## src/sv/assert_macros.svh

```systemverilog
// Assertion macros used by the top level of the collision test block.
`ifndef ASSERT_MACROS_SVH
`define ASSERT_MACROS_SVH
`ifndef SYNTHESIS
// A condition that must hold at every clock edge outside reset.
`define ASSERT_ALWAYS(label, clk, rst_n, cond) \
	label: assert property (@(posedge clk) disable iff (!rst_n) (cond)) \
		else $error("condition violated");
// A consequence that must hold in the same cycle as its cause.
`define ASSERT_IMPLY(label, clk, rst_n, ante, cons) \
	label: assert property (@(posedge clk) disable iff (!rst_n) (ante) |-> (cons)) \
		else $error("implication violated");
`else
`define ASSERT_ALWAYS(label, clk, rst_n, cond)
`define ASSERT_IMPLY(label, clk, rst_n, ante, cons)
`endif
`endif

```

## src/sv/barc_pkg.sv

```systemverilog
// Shared constants and types of the box and ramp collision test block.
package barc_pkg;
	localparam int COORD_WIDTH_DEF = 32;
	localparam int NORM_FRAC_DEF   = 14;
	localparam int QUEUE_DEPTH     = 4;
	localparam int NORM_BITS       = 31;
	localparam int SQRT_STEPS      = 32;
	localparam int SQRT_WIDTH      = 64;

	localparam logic FUNC_SLOPE = 1'b1;

	localparam logic [1:0] CORNER_SW = 2'd0;
	localparam logic [1:0] CORNER_NE = 2'd1;
	localparam logic [1:0] CORNER_SE = 2'd2;
	localparam logic [1:0] CORNER_NW = 2'd3;

	localparam logic [1:0] AXIS_NEG_X = 2'd0;
	localparam logic [1:0] AXIS_POS_X = 2'd1;
	localparam logic [1:0] AXIS_NEG_Y = 2'd2;
	localparam logic [1:0] AXIS_POS_Y = 2'd3;

	typedef struct packed {
		logic full;
		logic empty;
	} queue_stat_t;
endpackage

```

## src/sv/barc_front.sv

```systemverilog
// Front end: axis overlap test, least axis penetration and slope operand setup.
module barc_front import barc_pkg::*; #(
	parameter int CW = COORD_WIDTH_DEF
) (
	input  logic                 func,
	input  logic signed [CW-1:0] fl,
	input  logic signed [CW-1:0] ft,
	input  logic signed [CW-1:0] fr,
	input  logic signed [CW-1:0] fb,
	input  logic signed [CW-1:0] sl,
	input  logic signed [CW-1:0] st,
	input  logic signed [CW-1:0] sr,
	input  logic signed [CW-1:0] sb,
	input  logic [1:0]           corner,
	output logic                 hit,
	output logic                 slope,
	output logic signed [CW:0]   axis_depth,
	output logic [1:0]           axis_code,
	output logic                 rx_neg,
	output logic                 ry_neg,
	output logic [CW-1:0]        rx_mag,
	output logic [CW-1:0]        ry_mag,
	output logic signed [CW+1:0] dx,
	output logic signed [CW+1:0] dy
);
	logic                 miss;
	logic signed [CW:0]   d0, d1, d2, d3, w, h;
	logic signed [CW-1:0] px, py, cx, cy;
	logic                 flip_x, flip_y;

	always_comb begin
		miss = (fr < sl) || (fl > sr) || (fb < st) || (ft > sb);
		d0 = (CW+1)'(fr) - (CW+1)'(sl);
		d1 = (CW+1)'(sr) - (CW+1)'(fl);
		d2 = (CW+1)'(fb) - (CW+1)'(st);
		d3 = (CW+1)'(sb) - (CW+1)'(ft);
		// Earlier candidates win ties.
		axis_depth = d0;
		axis_code  = AXIS_NEG_X;
		if (d1 < axis_depth) begin
			axis_depth = d1;
			axis_code  = AXIS_POS_X;
		end
		if (d2 < axis_depth) begin
			axis_depth = d2;
			axis_code  = AXIS_NEG_Y;
		end
		if (d3 < axis_depth) begin
			axis_depth = d3;
			axis_code  = AXIS_POS_Y;
		end

		w = (CW+1)'(sr) - (CW+1)'(sl);
		h = (CW+1)'(sb) - (CW+1)'(st);
		slope = (func == FUNC_SLOPE);
		// A triangle with no extent has no slope normal and never hits.
		hit = !miss && !(slope && (w == '0) && (h == '0));

		unique case (corner)
			CORNER_SW: begin
				px = sr; py = sb; cx = fl; cy = fb; flip_x = 1'b0; flip_y = 1'b1;
			end
			CORNER_NE: begin
				px = sl; py = st; cx = fr; cy = ft; flip_x = 1'b1; flip_y = 1'b0;
			end
			CORNER_SE: begin
				px = sr; py = st; cx = fr; cy = fb; flip_x = 1'b1; flip_y = 1'b1;
			end
			default: begin
				px = sl; py = sb; cx = fl; cy = ft; flip_x = 1'b0; flip_y = 1'b0;
			end
		endcase

		rx_mag = h[CW] ? CW'(-h) : CW'(h);
		ry_mag = w[CW] ? CW'(-w) : CW'(w);
		rx_neg = h[CW] ^ flip_x;
		ry_neg = w[CW] ^ flip_y;
		dx = (CW+2)'(px) - (CW+2)'(cx);
		dy = (CW+2)'(py) - (CW+2)'(cy);
	end
endmodule

```

## config.mk

```make
export PLATFORM = sky130hd
export DESIGN_NAME = barc_front
export DESIGN_NICKNAME = d
export VERILOG_FILES = /design/src/sv/assert_macros.svh /design/src/sv/barc_pkg.sv /design/src/sv/barc_front.sv
export SDC_FILE = /design/constraint.sdc
export NUM_CORES = 1
export LEC_CHECK = 0
export BUFFER_PORTS_ARGS = -buffer_cell sky130_fd_sc_hd__buf_4
export CAP_MARGIN = 20
export CORE_ASPECT_RATIO = 0.5
export CORE_MARGIN = 2
export CORE_UTILIZATION = 55
export DETAILED_ROUTE_END_ITERATION = 8
export PLACE_DENSITY_LB_ADDON = 0.05
export SLEW_MARGIN = 25
export SYNTH_ARGS = -nofsm -noshare
export SYNTH_HDL_FRONTEND = slang
export SYNTH_SLANG_ARGS = --single-unit
```

## constraint.sdc

```tcl
create_clock -name vclk -period 44.1
set_input_delay 6.615 -clock vclk [all_inputs]
set_output_delay 6.615 -clock vclk [all_outputs]
set_load 0.05 [all_outputs]
```

==> results.toml, run 1 <==
[outcome]
status = "completed"

[setup_path]
max_stage_delay_ns = 0.81
required_ns = 37.49
slowest_stage = "or2_1"
crit_buf_inv = 6
cp-end-kind = "output port"
cp-start-kind = "input port"
cp_max_fo = 38
crit_type = "input port to output port"
arrival_ns = 19.61
critical_path.top_delay_family = "compound AO/OA/AOI/OAI gates"

[timing]
finalCritPeriodShare_pct = 59.5
slew_violations = 0
period_needed_ns = 26.22
setup_ws_ns = 17.88
relSlewSlack_pct = 33.3
max_freq_mhz = 38.1
hold_violations = 0
setup_viol = 0
whs_ns = 13.50
rsz0062_at_grt = "false"
fin_setup_tns_ns = 0
tightest_slew_ns = 1.00

[placed_design]
dp_cells = 3393
hpwl_um = 52300
place_area_um2 = 21900
globalplace.congestion = 0.982
portBuffers = 430
dp_slack_ns = 18.22

[cells_and_area]
seq_area_um2 = 0
final_nets = 3576
areaGrowthSynthToFinish_pct = 20.3
diodes = 0
fillers = 3042
instances_no_fill = 3393
clkbuf_count = 0
stdcell_area_um2 = 21900
drive_above_1_share_pct = 18.9
final_core_util_pct = 66.7
design.seq.count = 0

[pwr]
totalPowerFinal_mw = 1.09
p_leak_nw = 11.3
pwr_density_cell_nw_per_um2 = 49.9
vdd_drop_max_mv = 0.0726

[die]
start_util_pct = 55.4
ios = 430
num_rows = 47
chipWidth_um = 261
die_y_um = 133
core_region_area_um2 = 32800
dieArea_um2 = 34600

[grt]
grt_usage_pct = 33.0
grt_antenna_before_repair = 0
grt_max_degree = 50
grt_pass1_vias = 18300
overflow = 0
grt_pass1_wl_um = 94300

[drt]
post_drt_wl_per_cell_um = 17.6
drtAntennaViolNets = 0
dr_wl_met2_um = 25500
vias = 19800
drtIter0Drc = 1674
drt_wl_total_um = 59700
drc = 0
wl_met3_um = 3710
maxUsedRoutingLayer = "met4"
met1Wirelength_um = 29300
firstDrtPassIters = 5
vias_per_cell = 5.83

[clock_tree]
ctsResizeCount = 0
post_cts_buffers = 0
ctsHoldBuffers = 0

[logic_synthesis]
synth_area_um2 = 18200
netlist_top_cells_area = "ha_1 (24%), xnor2_1 (9.1%), mux2i_1 (6.3%)"
syn_area_per_cell_um2 = 7.11
mappedNetlistNets = 3180
synth_largest_area_cell = "ha_1"
synthCells = 2558
yosysTopAreaCellShare_pct = 24.4
synth.distinct_cells = 81
ys_warn_count = 0
ys_seq_area_share_pct = 0

[worst_hold_path]
hold_class = "input port to output port"

[run]
drv_cap = 0
-- final cells by class --
type	instances	area (µm²)	area share, %
well taps	441	552	2.52
inverters	275	1030	4.72
repair buffers	438	3290	15.0
multi-input cells	2239	17000	77.7
-- metal layers --
layer	global-route usage, %	up-vias
met3	1.93	70
li1	-	9938
met2	52.1	634
met4	5.84	0
met1	49.4	9150
met5	0	-
-- placed cells by master, fill, tap and decap left out, drive strengths merged, types with 5 or more instances in the layout --
cell type  Yosys  routed
buf           14     438
ha           355     355
inv          275     275
nor2         221     221
a21oi        209     209
xnor2        189     189
o21ai        153     153
nand2        145     145
mux2i        114     114
a21o          98      98
xor2          77      77
mux2          72      72
nand2b        55      55
nor3          53      53
nand3         53      53
o21a          49      49
nor2b         42      42
nand4         30      30
a21boi        27      27
a211oi        27      27
a31oi         26      26
or2           24      24
and2          21      21
o31ai         21      21
or3           19      19
o21bai        18      18
and3          17      17
o211ai        14      14
o22ai          8       8
fa             8       8
a211o          7       7
nor4           7       7
o31a           5       5
a2111oi        5       5
o311ai         5       5
o221ai         5       5
o41ai          5       5
-- power breakdown --
group / switching (mW) / internal, mW
clock: 0 / 0
combinational: 0.717 / 0.374
sequential: 0 / 0
-- synthesized netlist by cell type, drive strengths merged (14+ instances only) --
cell,number
ha,355
inv,275
nor2,221
a21oi,209
xnor2,189
o21ai,153
nand2,145
mux2i,114
a21o,98
xor2,77
mux2,72
nand2b,55
nand3,53
nor3,53
o21a,49
nor2b,42
clkbuf,30
nand4,30
a211oi,27
a21boi,27
a31oi,26
or2,24
and2,21
o31ai,21
or3,19
o21bai,18
and3,17
buf,14
o211ai,14
-- logic make-up after synthesis --
kind of cell	Yosys count	share of synthesized area [%]
compound gates	717	25.4
xor+xnor	266	12.9
fa+ha+maj	364	25.4
buf+inv	319	6.80
mux	186	10.8
simple gates	706	18.8
-- worst paths after layout --
path,from,endpoint,slack (ns),depth (start not counted)
worst max-delay path,fr[0],axis_depth[0],17.88,60
worst min-delay path,func,slope,13.50,2
Note: power is estimated with default switching activity, not from simulation.
==> inputs of run 2 (changes only) <==
--- a/config.mk
+++ b/config.mk
@@ -5,11 +5,12 @@
 export SDC_FILE = /design/constraint.sdc
 export NUM_CORES = 1
 export LEC_CHECK = 0
+export ABC_AREA = 1
 export BUFFER_PORTS_ARGS = -buffer_cell sky130_fd_sc_hd__buf_4
 export CAP_MARGIN = 20
 export CORE_ASPECT_RATIO = 0.5
 export CORE_MARGIN = 2
-export CORE_UTILIZATION = 55
+export CORE_UTILIZATION = 52
 export DETAILED_ROUTE_END_ITERATION = 8
 export PLACE_DENSITY_LB_ADDON = 0.05
 export SLEW_MARGIN = 25
==> constraint.sdc (replaced) <==
create_clock -name vclk -period 21.3
set_input_delay 3.195 -clock vclk [all_inputs]
set_output_delay 3.195 -clock vclk [all_outputs]
set_load 0.05 [all_outputs]
==> run 2 against run 1 <==
Compared with the run above: wire length up 3.2%; combinational power rose to 2.5 times the previous value; power rose to 2.5 times the previous value; utilization down 2.9 points; design area down 3.0%; synthesized cell count up 17%; highest routed layer unchanged.
==> results.toml, run 2 <==
[timing]
finalCritPeriodShare_pct = 80.8
slew_violations = 0
tightest_slew_ns = 0.946
hold_violations = 0
fin_setup_tns_ns = 0
period_needed_ns = 17.20
relSlewSlack_pct = 36.8
max_freq_mhz = 58.1
rsz0062_at_grt = "false"
setup_viol = 0

[die]
chipWidth_um = 265
core_region_area_um2 = 33300
ios = 430
start_util_pct = 53.1
die_y_um = 134
dieArea_um2 = 35600
num_rows = 47

[clock_tree]
post_cts_buffers = 0
ctsHoldBuffers = 0
ctsResizeCount = 0

[setup_path]
cp-end-kind = "output port"
max_stage_delay_ns = 0.69
arrival_ns = 14.01
cp_max_fo = 54
required_ns = 18.11
crit_start = "sl[8]"
crit_type = "input port to output port"
cp-start-kind = "input port"
slowest_stage = "nand3_2"

[cells_and_area]
final_common_cell = "nand2_1"
instances_no_fill = 3813
clkbuf_count = 0
final_nets = 3996
stdcell_area_um2 = 21200
design.seq.count = 0
seq_area_um2 = 0
areaGrowthSynthToFinish_pct = 20.0
drive_above_1_share_pct = 14.3
diodes = 0
layout_common_cells = "nand2_1 (708), buf_4 (432), inv_1 (414)"

[placed_design]
globalplace.congestion = 0.999
place_area_um2 = 21200
dp_cells = 3813
portBuffers = 430
hpwl_um = 54000

[grt]
grt_usage_pct = 32.9
overflow = 0
grt_max_degree = 76
grt_antenna_before_repair = 0
grt_pass1_wl_um = 96800
grt_pass1_vias = 18800

[pwr]
pwr_density_cell_nw_per_um2 = 130
totalPowerFinal_mw = 2.77
vdd_drop_max_mv = 0.149
p_leak_nw = 12.1

[logic_synthesis]
synth_largest_area_cell = "ha_1"
syn_area_per_cell_um2 = 5.90
ys_seq_area_share_pct = 0
netlist_top_cells_area = "ha_1 (25%), nand2_1 (15%), a21oi_1 (10%)"
synth.distinct_cells = 50
ys_warn_count = 0
yosysMostFrequentCell = "nand2_1"
synth_area_um2 = 17700
synthCells = 2998
mappedNetlistNets = 3620
yosysTopAreaCellShare_pct = 25.1
synth_common_cells = "nand2_1 (708), inv_1 (414), ha_1 (355)"

[worst_hold_path]
hold_depth = 2
worstHoldEndpoint = "slope"
worstHoldStart = "func"
hold_class = "input port to output port"

[drt]
drt_wl_total_um = 61600
vias = 21000
drtIter0Drc = 1828
drc = 0
firstDrtPassIters = 6
vias_per_cell = 5.52
drtAntennaViolNets = 0
post_drt_wl_per_cell_um = 16.2

[run]
drv_cap = 0

[outcome]
status = "completed"
-- run 2: cell count changes after synthesis, moves of 27 or more --
cell,delta
inv_1,+139
o21ai_0,+36
nand3_1,+115
a21oi_1,+145
nand2b_1,-55
nand2_1,+563
xor2_1,+122
nor2_1,-27
xnor2_1,-93
o21a_1,-42
mux2_2,-69
nor2b_1,-42
mux2i_1,-114
a21o_1,-86
-- run 2: worst max path at each step --
stage,endpoint,slack [ns],cells after the start
3_5_place_dp,axis_depth[17],4.30,56
4_1_cts,axis_depth[17],4.30,56
5_1_grt,axis_depth[17],3.02,56
6_report,axis_depth[17],4.10,49
2_1_floorplan,axis_depth[32],7.25,48
3_3_place_gp,axis_depth[17],4.54,49
-- run 2: routing by layer --
metal	vias to the layer above	routed length, µm	part of all wire [%]	track usage, %
li1	10700	-	-	-
met1	9527	30800	50	50.3
met2	754	25900	42	52.1
met3	34	4470	7.3	2.31
met4	0	481	0.78	2.35
met5	-	0	0	0
-- run 2: final cells by class --
class | instances | area [µm²]
Inverter | 422 | 1580
Multi-Input combinational cell | 2518 | 15800
Timing Repair Buffer | 432 | 3240
Tap cell | 441 | 552
Fill cell | 3310 | 12100
-- run 2: critical path: cells and delay by family --
family	cells	cell delay, ns
compound gates	19	4.95
xor+xnor	1	0.23
fa+ha+maj	4	1.21
buf+inv	7	1.30
simple gates	18	3.11
-- run 2: cells by family (layout without fill, tap and decap cells) --
group	count (synthesis)	after routing	share of synthesized area, %
simple gates	1189	1189	28.4
compound gates	672	672	20.5
buf+inv	480	854	10.5
fa+ha+maj	363	363	26.0
xor+xnor	294	294	14.6
-- run 2: power breakdown --
part           internal (mW)  switching [mW]  leakage, nW
logic                  0.809            1.96         12.1
registers                  0               0            0
clock network              0               0            0
-- run 2: metrics by stage --
stage	utilization, %	hold slack [ns]	setup WS (ns)
6_report	63.8	6.66	4.10
5_1_grt	63.8	6.67	3.02
4_1_cts	63.8	6.66	4.30
3_5_place_dp	63.8	6.66	4.30
3_3_place_gp	63.8	6.66	4.54
2_1_floorplan	-	6.56	7.25
