==> src/sv/assert_macros.svh <==
// Assertion macros used by the top level of the collision test block.
`ifndef ASSERT_MACROS_SVH
`define ASSERT_MACROS_SVH
`ifndef SYNTHESIS
// A condition that must hold at every clock edge outside reset.
`define ASSERT_ALWAYS(label, clk, rst_n, cond) \
	label: assert property (@(posedge clk) disable iff (!rst_n) (cond)) \
		else $error("condition violated");
// A consequence that must hold in the same cycle as its cause.
`define ASSERT_IMPLY(label, clk, rst_n, ante, cons) \
	label: assert property (@(posedge clk) disable iff (!rst_n) (ante) |-> (cons)) \
		else $error("implication violated");
`else
`define ASSERT_ALWAYS(label, clk, rst_n, cond)
`define ASSERT_IMPLY(label, clk, rst_n, ante, cons)
`endif
`endif

==> src/sv/barc_pkg.sv <==
// Shared constants and types of the box and ramp collision test block.
package barc_pkg;
	localparam int COORD_WIDTH_DEF = 32;
	localparam int NORM_FRAC_DEF   = 14;
	localparam int QUEUE_DEPTH     = 4;
	localparam int NORM_BITS       = 31;
	localparam int SQRT_STEPS      = 32;
	localparam int SQRT_WIDTH      = 64;

	localparam logic FUNC_SLOPE = 1'b1;

	localparam logic [1:0] CORNER_SW = 2'd0;
	localparam logic [1:0] CORNER_NE = 2'd1;
	localparam logic [1:0] CORNER_SE = 2'd2;
	localparam logic [1:0] CORNER_NW = 2'd3;

	localparam logic [1:0] AXIS_NEG_X = 2'd0;
	localparam logic [1:0] AXIS_POS_X = 2'd1;
	localparam logic [1:0] AXIS_NEG_Y = 2'd2;
	localparam logic [1:0] AXIS_POS_Y = 2'd3;

	typedef struct packed {
		logic full;
		logic empty;
	} queue_stat_t;
endpackage

==> src/sv/barc_queue.sv <==
// Small FIFO that decouples the front end from the arithmetic back end.
module barc_queue import barc_pkg::*; #(
	parameter int DW    = 8,
	parameter int DEPTH = QUEUE_DEPTH
) (
	input  logic          clk,
	input  logic          arst_n,
	input  logic          push,
	input  logic [DW-1:0] push_data,
	input  logic          pop,
	output logic [DW-1:0] head,
	output queue_stat_t   stat
);
	localparam int AW = (DEPTH > 1) ? $clog2(DEPTH) : 1;

	logic [DW-1:0] mem [DEPTH];
	logic [AW-1:0] wr_ptr_q, rd_ptr_q;
	logic [AW:0]   count_q;

	assign stat.full  = (count_q == (AW+1)'(DEPTH));
	assign stat.empty = (count_q == '0);
	assign head       = mem[rd_ptr_q];

	always_ff @(posedge clk) begin
		if (push) begin
			mem[wr_ptr_q] <= push_data;
		end
	end

	always_ff @(posedge clk or negedge arst_n) begin
		if (!arst_n) begin
			wr_ptr_q <= '0;
			rd_ptr_q <= '0;
			count_q  <= '0;
		end else begin
			if (push) begin
				wr_ptr_q <= (wr_ptr_q == AW'(DEPTH-1)) ? '0 : wr_ptr_q + 1'b1;
			end
			if (pop) begin
				rd_ptr_q <= (rd_ptr_q == AW'(DEPTH-1)) ? '0 : rd_ptr_q + 1'b1;
			end
			if (push && !pop) begin
				count_q <= count_q + 1'b1;
			end else if (!push && pop) begin
				count_q <= count_q - 1'b1;
			end
		end
	end
endmodule

==> config.mk <==
export PLATFORM = sky130hd
export DESIGN_NAME = barc_queue
export DESIGN_NICKNAME = d
export VERILOG_FILES = /design/src/sv/assert_macros.svh /design/src/sv/barc_pkg.sv /design/src/sv/barc_queue.sv
export SDC_FILE = /design/constraint.sdc
export NUM_CORES = 1
export LEC_CHECK = 0
export BUFFER_PORTS_ARGS = -buffer_cell sky130_fd_sc_hd__buf_2
export CORE_MARGIN = 4
export CORE_UTILIZATION = 50
export DETAILED_ROUTE_END_ITERATION = 10
export GPL_TIMING_DRIVEN = 0
export PLACE_DENSITY = 0.79
export SLEW_MARGIN = 10
export SYNTH_ARGS = -nofsm -noshare
export SYNTH_HDL_FRONTEND = slang
export SYNTH_SLANG_ARGS = --single-unit
==> constraint.sdc <==
create_clock -name clk -period 1.25 [get_ports clk]
set_input_delay 0.0625 -clock clk [delete_from_list [all_inputs] [get_ports clk]]
set_output_delay 0.0625 -clock clk [all_outputs]
set_load 0.01 [all_outputs]
==> flow_summary.toml, run 1 <==
[outcome]
status = "finished with violations"
violations = "setup timing"

[place]
gp_congestion = 0.6697
dp.cells = 144
numPortBuffers = 21
placed_cell_area_um2 = 1733
place_hpwl_um = 1679
dp_slack_ns = -0.1832

[sta]
period_share_pct = 132.6
finClkSkew_ns = 0.01732
slew_headroom_pct = 84.42
rsz0062_at_grt = "yes"
setup_viol = 12
drv_slew = 0
tightestPinTransition_ns = 0.2336
setup_slack_ns = -0.4069
clock.fmax_mhz = 603.5
hold_violations = 0
min_period_ns = 1.657

[worst_setup_path]
max_stage_delay_ns = 0.52
worst-r2r-cell-count = 4
worstPathRequired_ns = 1.19
crit_arrival_ns = 1.59
critPathMaxFanout = 5
end_kind = "output pin"
critPathKind = "reg -> out"
slowest_stage = "mux4_2"
crit_path_cell_trace = "buf_8, mux4_2, buf_6"
startpoint_type = "register"

[floorplan]
start_util_pct = 51.86
core-area_um2 = 3028
io_pins = 22
rows = 20
dieArea_um2 = 4101
die_y_um = 64.04
die_width_um = 64.04

[power]
power.share.sequential_pct = 41.1
leakage_nw = 0.8018
power.density_nw_per_um2 = 2182
peakVddDrop_mv = 1.526
internal_power_mw = 3.226
p_switching_mw = 1.380
power_frac_clock_pct = 18.2
combPwrFrac_pct = 40.6
switching_share_pct = 29.97

[job]
cap_viol_max_count = 0

[cts]
clk_latency_ns = 0.35
path_clk_slew_ns = 0.12
root_buffer = "clkbuf_4"
htree_levels = 2
cts_tree = "yes"
cts-buffers-inserted = 5
ctsLongestPathBuffers = 2
clock_sinks = 39

[finish]
area_growth_pct = 34.42
insertedDiodeCount = 0
design_area_um2 = 2111
fin_cells = 171
final_nets = 145
drive_gt1_share_pct = 50.39
final_util_pct = 69.71

[grt]
grt_pass1_wl_um = 4312
grt_max_degree = 14
antenna_found_initial = 0
grt_pass1_vias = 881
grt_remaining_overflow = 0
grtUsageTotal_pct = 14.50

[detailed_routing]
first_pass_iters = 4
routed_wl_um = 2823
drc = 0
vias = 855
drt_first_iter_violations = 20
wl_per_cell_um = 16.51
detail-route-antenna-nets = 0
routed_via_density = 5.000

[yosys]
synth-seq-cells = 39
synth_fp_nets = 98
synth_cells = 79
synthesis.area_um2 = 1570
synth.distinct_cells = 18
synth_top_area_share_pct = 61.20
synth.area.top_cells = "edfxtp_1, mux4_2, dfrtp_1, ha_1, mux2_2"
yosysWarnings = 0
avgSynthCellArea_um2 = 19.88
seq_area_frac_synth_pct = 72.35
synth_area_leader_cell = "edfxtp_1"

[hold_path]
min_path_cells = 2
min_path_type = "in -> reg"
[path summary, 6_finish.rpt]
path	startpoint	end	slack (ns)
worst max-delay path	rd_ptr_q[0]$_DFFE_PN0P_	head[5]	-0.41
worst min-delay path	push	wr_ptr_q[1]$_DFFE_PN0P_	0.03
worst max register to register	count_q[1]$_DFFE_PN0P_	count_q[2]$_DFFE_PN0P_	-0.10
min in group asynchronous	arst_n	wr_ptr_q[1]$_DFFE_PN0P_	0.05
worst min register to register	count_q[1]$_DFFE_PN0P_	count_q[1]$_DFFE_PN0P_	0.61
max in group asynchronous	arst_n	rd_ptr_q[0]$_DFFE_PN0P_	1.03
[layer usage]
layer  track usage [%]  wire (µm)
met4             5.660         29
met3             5.272        119
met5                 0          0
met2             24.52       1519
met1             16.67       1155
[placed cells by master (no fill, tap or decap), drive strengths merged, types with 2 or more instances in the layout]
cell	synthesis	layout
and2	4	4
buf	2	30
clkbuf	0	6
dfrtp	7	7
dlygate4sd3	0	11
edfxtp	32	32
ha	6	6
inv	5	6
mux2	3	3
mux4	8	8
nor2	2	2
o21ai	2	2
xor2	2	2
[cells in the mapped netlist (all sizes together)]
cell	n
and2	4
ha	6
mux4	8
nor2	2
edfxtp	32
nor3b	1
nor3	1
xnor2	1
inv	5
nand3	1
fa	1
o21ai	2
nand2	1
buf	2
dfrtp	7
mux2	3
xor2	2
[state kept, by name, summed over array words and instances, names as in the netlist]
register,cells
rd_ptr_q,2
count_q,3
mem,32
wr_ptr_q,2
[power groups by stage]
| stage | clock network, mW | registers (mW) | logic [mW] |
|---|---|---|---|
| finish | 0.840 | 1.89 | 1.87 |
| global route | 0.920 | 1.93 | 2.02 |
| CTS | 0.857 | 1.84 | 1.50 |
| detailed placement | 0 | 1.88 | 1.29 |
| global placement | 0 | 1.86 | 1.22 |
| floorplan | 0 | 1.84 | 0.893 |
[timing repair]
item / CTS / global route
endpoints found under the hold margin: 40 / 0
pin swaps: 2 / 3
resized for setup: 11 / 20
setup endpoints to repair: 42 / 35
setup buffers: 2 / 5
gates cloned: 0 / 1
hold buffers: 11 / 0
[critical path, delay by kind of cell, from the launching register on]
kind	cells	cell delay [ns]
multiplexers	1	0.52
flip-flops	1	0.44
buffers and inverters	2	0.29
[metrics by stage]
| stage | hold slack [ns] | TNS (ns) | power (mW) |
|---|---|---|---|
| 2_1_floorplan | -0.2331 | 0 | 2.733 |
| 3_3_place_gp | -0.1034 | -3.480 | 3.080 |
| 3_5_place_dp | -0.09666 | -5.053 | 3.167 |
| 4_1_cts | 0.01312 | -3.380 | 4.202 |
| 5_1_grt | 0.03114 | -4.181 | 4.872 |
| 6_report | 0.02597 | -3.354 | 4.606 |
[cell type report]
| class | instances | area, µm² |
|---|---|---|
| Buffer | 2 | 20.02 |
| Clock buffer | 5 | 37.54 |
| Clock inverter | 3 | 42.54 |
| Fill cell | 200 | 917.1 |
| Inverter | 5 | 21.27 |
| Multi-Input combinational cell | 33 | 462.9 |
| Sequential cell | 39 | 1140 |
| Tap cell | 44 | 55.05 |
| Timing Repair Buffer | 40 | 331.6 |
[kinds of logic after synthesis]
| family | count (synthesis) | share of synthesized area, % |
|---|---|---|
| adder cells (fa/ha/maj) | 7 | 6.056 |
| AND/OR/NAND/NOR | 10 | 3.426 |
| AO/OA/AOI/OAI | 2 | 0.6375 |
| XOR/XNOR | 3 | 1.674 |
| buffers and inverters | 7 | 2.231 |
| flip-flops | 39 | 72.35 |
| multiplexers | 11 | 13.63 |
Power figures use the tool's default switching activity.
==> inputs of run 2 (changes only) <==
Settings changed: BUFFER_PORTS_ARGS -buffer_cell sky130_fd_sc_hd__buf_2 to default, CORE_UTILIZATION 50 to 55, DONT_BUFFER_PORTS from default to 1, GPL_TIMING_DRIVEN 0 to default, PLACE_DENSITY 0.79 to 0.78.
==> run 2 against run 1 <==
Against the previous run:
- the run still ends with setup timing left
- sequential cell count did not move
- via count down 11%
- final area decreased by 6.9%
- worst setup slack improved by 0.16 ns
- power down 6.4%
- hold slack improved by 0.011 ns
- first-iteration DRC count rose by 110%
- non-clock buffer count fell by 18
- largest power group unchanged
- critical path depth fell by 1
- cell count is 18% lower
- sequential power about the same
- critical path type unchanged
==> flow_summary.toml, run 2 (synthesis results as in run 1) <==
[worst_setup_path]
reg2reg_from = "count_q[1]$_DFFE_PN0P_"
critPathMaxFanout = 7
crit_path_cell_trace = "buf_12, mux4_2"
r2r-end = "count_q[2]$_DFFE_PN0P_"
worst-r2r-cell-count = 4
worstPathRequired_ns = 1.19
slowest_stage = "mux4_2"
startpoint_type = "register"
reg2reg_slack_ns = -0.02
end_kind = "output pin"
critPathKind = "reg -> out"
max_stage_delay_ns = 0.54
crit_arrival_ns = 1.44

[finish]
area_growth_pct = 25.10
final_util_pct = 71.85
largest-register = "mem"
largest_registers = "mem (32), count_q (3)"
layout_common_cells = "edfxtp_1, dlygate4sd3_1, mux4_2, buf_4"
final_common_cell = "edfxtp_1"
drive_gt1_share_pct = 37.61
insertedDiodeCount = 0
largest_reg_flops = 32
final_nets = 127

[sta]
drv_slew = 0
tightestPinTransition_ns = 0.3112
setup_slack_ns = -0.2485
hold_violations = 0
setup_viol = 9
rsz0062_at_grt = "yes"
finClkSkew_ns = 0.005038
min_period_ns = 1.499
clock.fmax_mhz = 667.3
period_share_pct = 119.9
slew_headroom_pct = 79.18

[power]
power.density_nw_per_um2 = 2194
peakVddDrop_mv = 1.928
leakage_nw = 0.7301

[grt]
grt_max_degree = 13
grtUsageTotal_pct = 15.23
antenna_found_initial = 0
grt_pass1_wl_um = 3788
grt_remaining_overflow = 0
grt_pass1_vias = 796

[place]
place_hpwl_um = 1702
numPortBuffers = 0
dp_slack_ns = -0.006578
gp_congestion = 0.6945

[cts]
clk_latency_ns = 0.33
htree_levels = 2
ctsLongestPathBuffers = 2
cts_tree = "yes"
root_buffer = "clkbuf_4"
path_clk_slew_ns = 0.11
clock_sinks = 39
cts-buffers-inserted = 5

[floorplan]
core-area_um2 = 2734
rows = 19
dieArea_um2 = 3774
die_y_um = 61.43
start_util_pct = 57.44
io_pins = 22
die_width_um = 61.43

[detailed_routing]
wl_per_cell_um = 17.82
drc = 0
first_pass_iters = 6
detail-route-antenna-nets = 0
vias = 761
routed_via_density = 5.436
routed_wl_um = 2495
drt_first_iter_violations = 41

[hold_path]
min_path_type = "in -> async"

[outcome]
status = "finished with violations"
violations = "setup timing"

[job]
cap_viol_max_count = 0
run 2: changes by cell type in the layout (fill, tap and decap cells not counted), moves of 2 or more:
| cell | before | now |
|---|---|---|
| buf_2 | 17 | 0 |
| buf_4 | 5 | 8 |
| buf_6 | 7 | 4 |
| ha_1 | 3 | 6 |
| ha_4 | 3 | 0 |
| dfrtp_1 | 4 | 6 |
| dfrtp_2 | 3 | 1 |
run 2: routing by layer:
metal,track usage [%],vias up,share of wire [%]
met5,0,-,0
met4,9.091,0,2.6
met3,4.403,8,4.5
met2,23.26,20,51
met1,19.41,373,42
li1,-,360,-
run 2: final cells by class:
class                   instances  area (µm²)
repair buffers                 24       235.2
flip-flops and latches         39        1137
well taps                      31       38.79
clock inverters                 2       60.06
inverters                       5       18.77
clock buffers                   6       41.29
fillers                       150       769.5
multi-input cells              33       432.9
run 2: metrics by stage:
stage / total power, mW / setup TNS [ns] / cells / area, µm² / hold WS (ns)
3_5_place_dp: 3.104 / -0.006578 / 118 / 1683 / -0.2330
3_3_place_gp: 3.052 / 0 / 118 / 1683 / -0.2329
4_1_cts: 4.226 / -2.118 / 139 / 1926 / 0.005939
2_1_floorplan: 2.733 / 0 / 79 / 1573 / -0.2331
5_1_grt: 4.557 / -2.645 / 140 / 1964 / 0.009994
6_report: 4.310 / -1.934 / 140 / 1964 / 0.03692
run 2: worst max path at each step:
stage / from / to / slack [ns] / cells past startpoint
after floorplan: count_q[1]$_DFFE_PN0P_ / count_q[2]$_DFFE_PN0P_ / 0.03 / 4
after CTS: rd_ptr_q[0]$_DFFE_PN0P_ / head[2] / -0.28 / 2
final: rd_ptr_q[0]$_DFFE_PN0P_ / head[2] / -0.25 / 2
after global placement: rd_ptr_q[0]$_DFFE_PN0P_ / head[2] / 0.02 / 2
after detailed placement: count_q[1]$_DFFE_PN0P_ / count_q[2]$_DFFE_PN0P_ / -0.007 / 4
after global routing: rd_ptr_q[0]$_DFFE_PN0P_ / head[5] / -0.32 / 2
run 2: worst max-delay path, delay by kind of cell (launching register included):
family / cells / cell delay [ns]
muxes: 1 / 0.54
DFF: 1 / 0.42
buffers and inverters: 1 / 0.14
run 2: report_power, final:
part / leakage (nW) / internal, mW / switching [mW]
sequential: 0.376 / 1.71 / 0.150
combinational: 0.302 / 0.791 / 0.662
clock: 0.0525 / 0.624 / 0.371
run 2: what timing repair did:
action,CTS,global route
hold buffers,11,0
setup endpoints to repair,28,30
gates resized for setup,7,8
cloned,0,0
pin swaps,1,1
endpoints found under the hold margin,43,0
buffers inserted,2,1
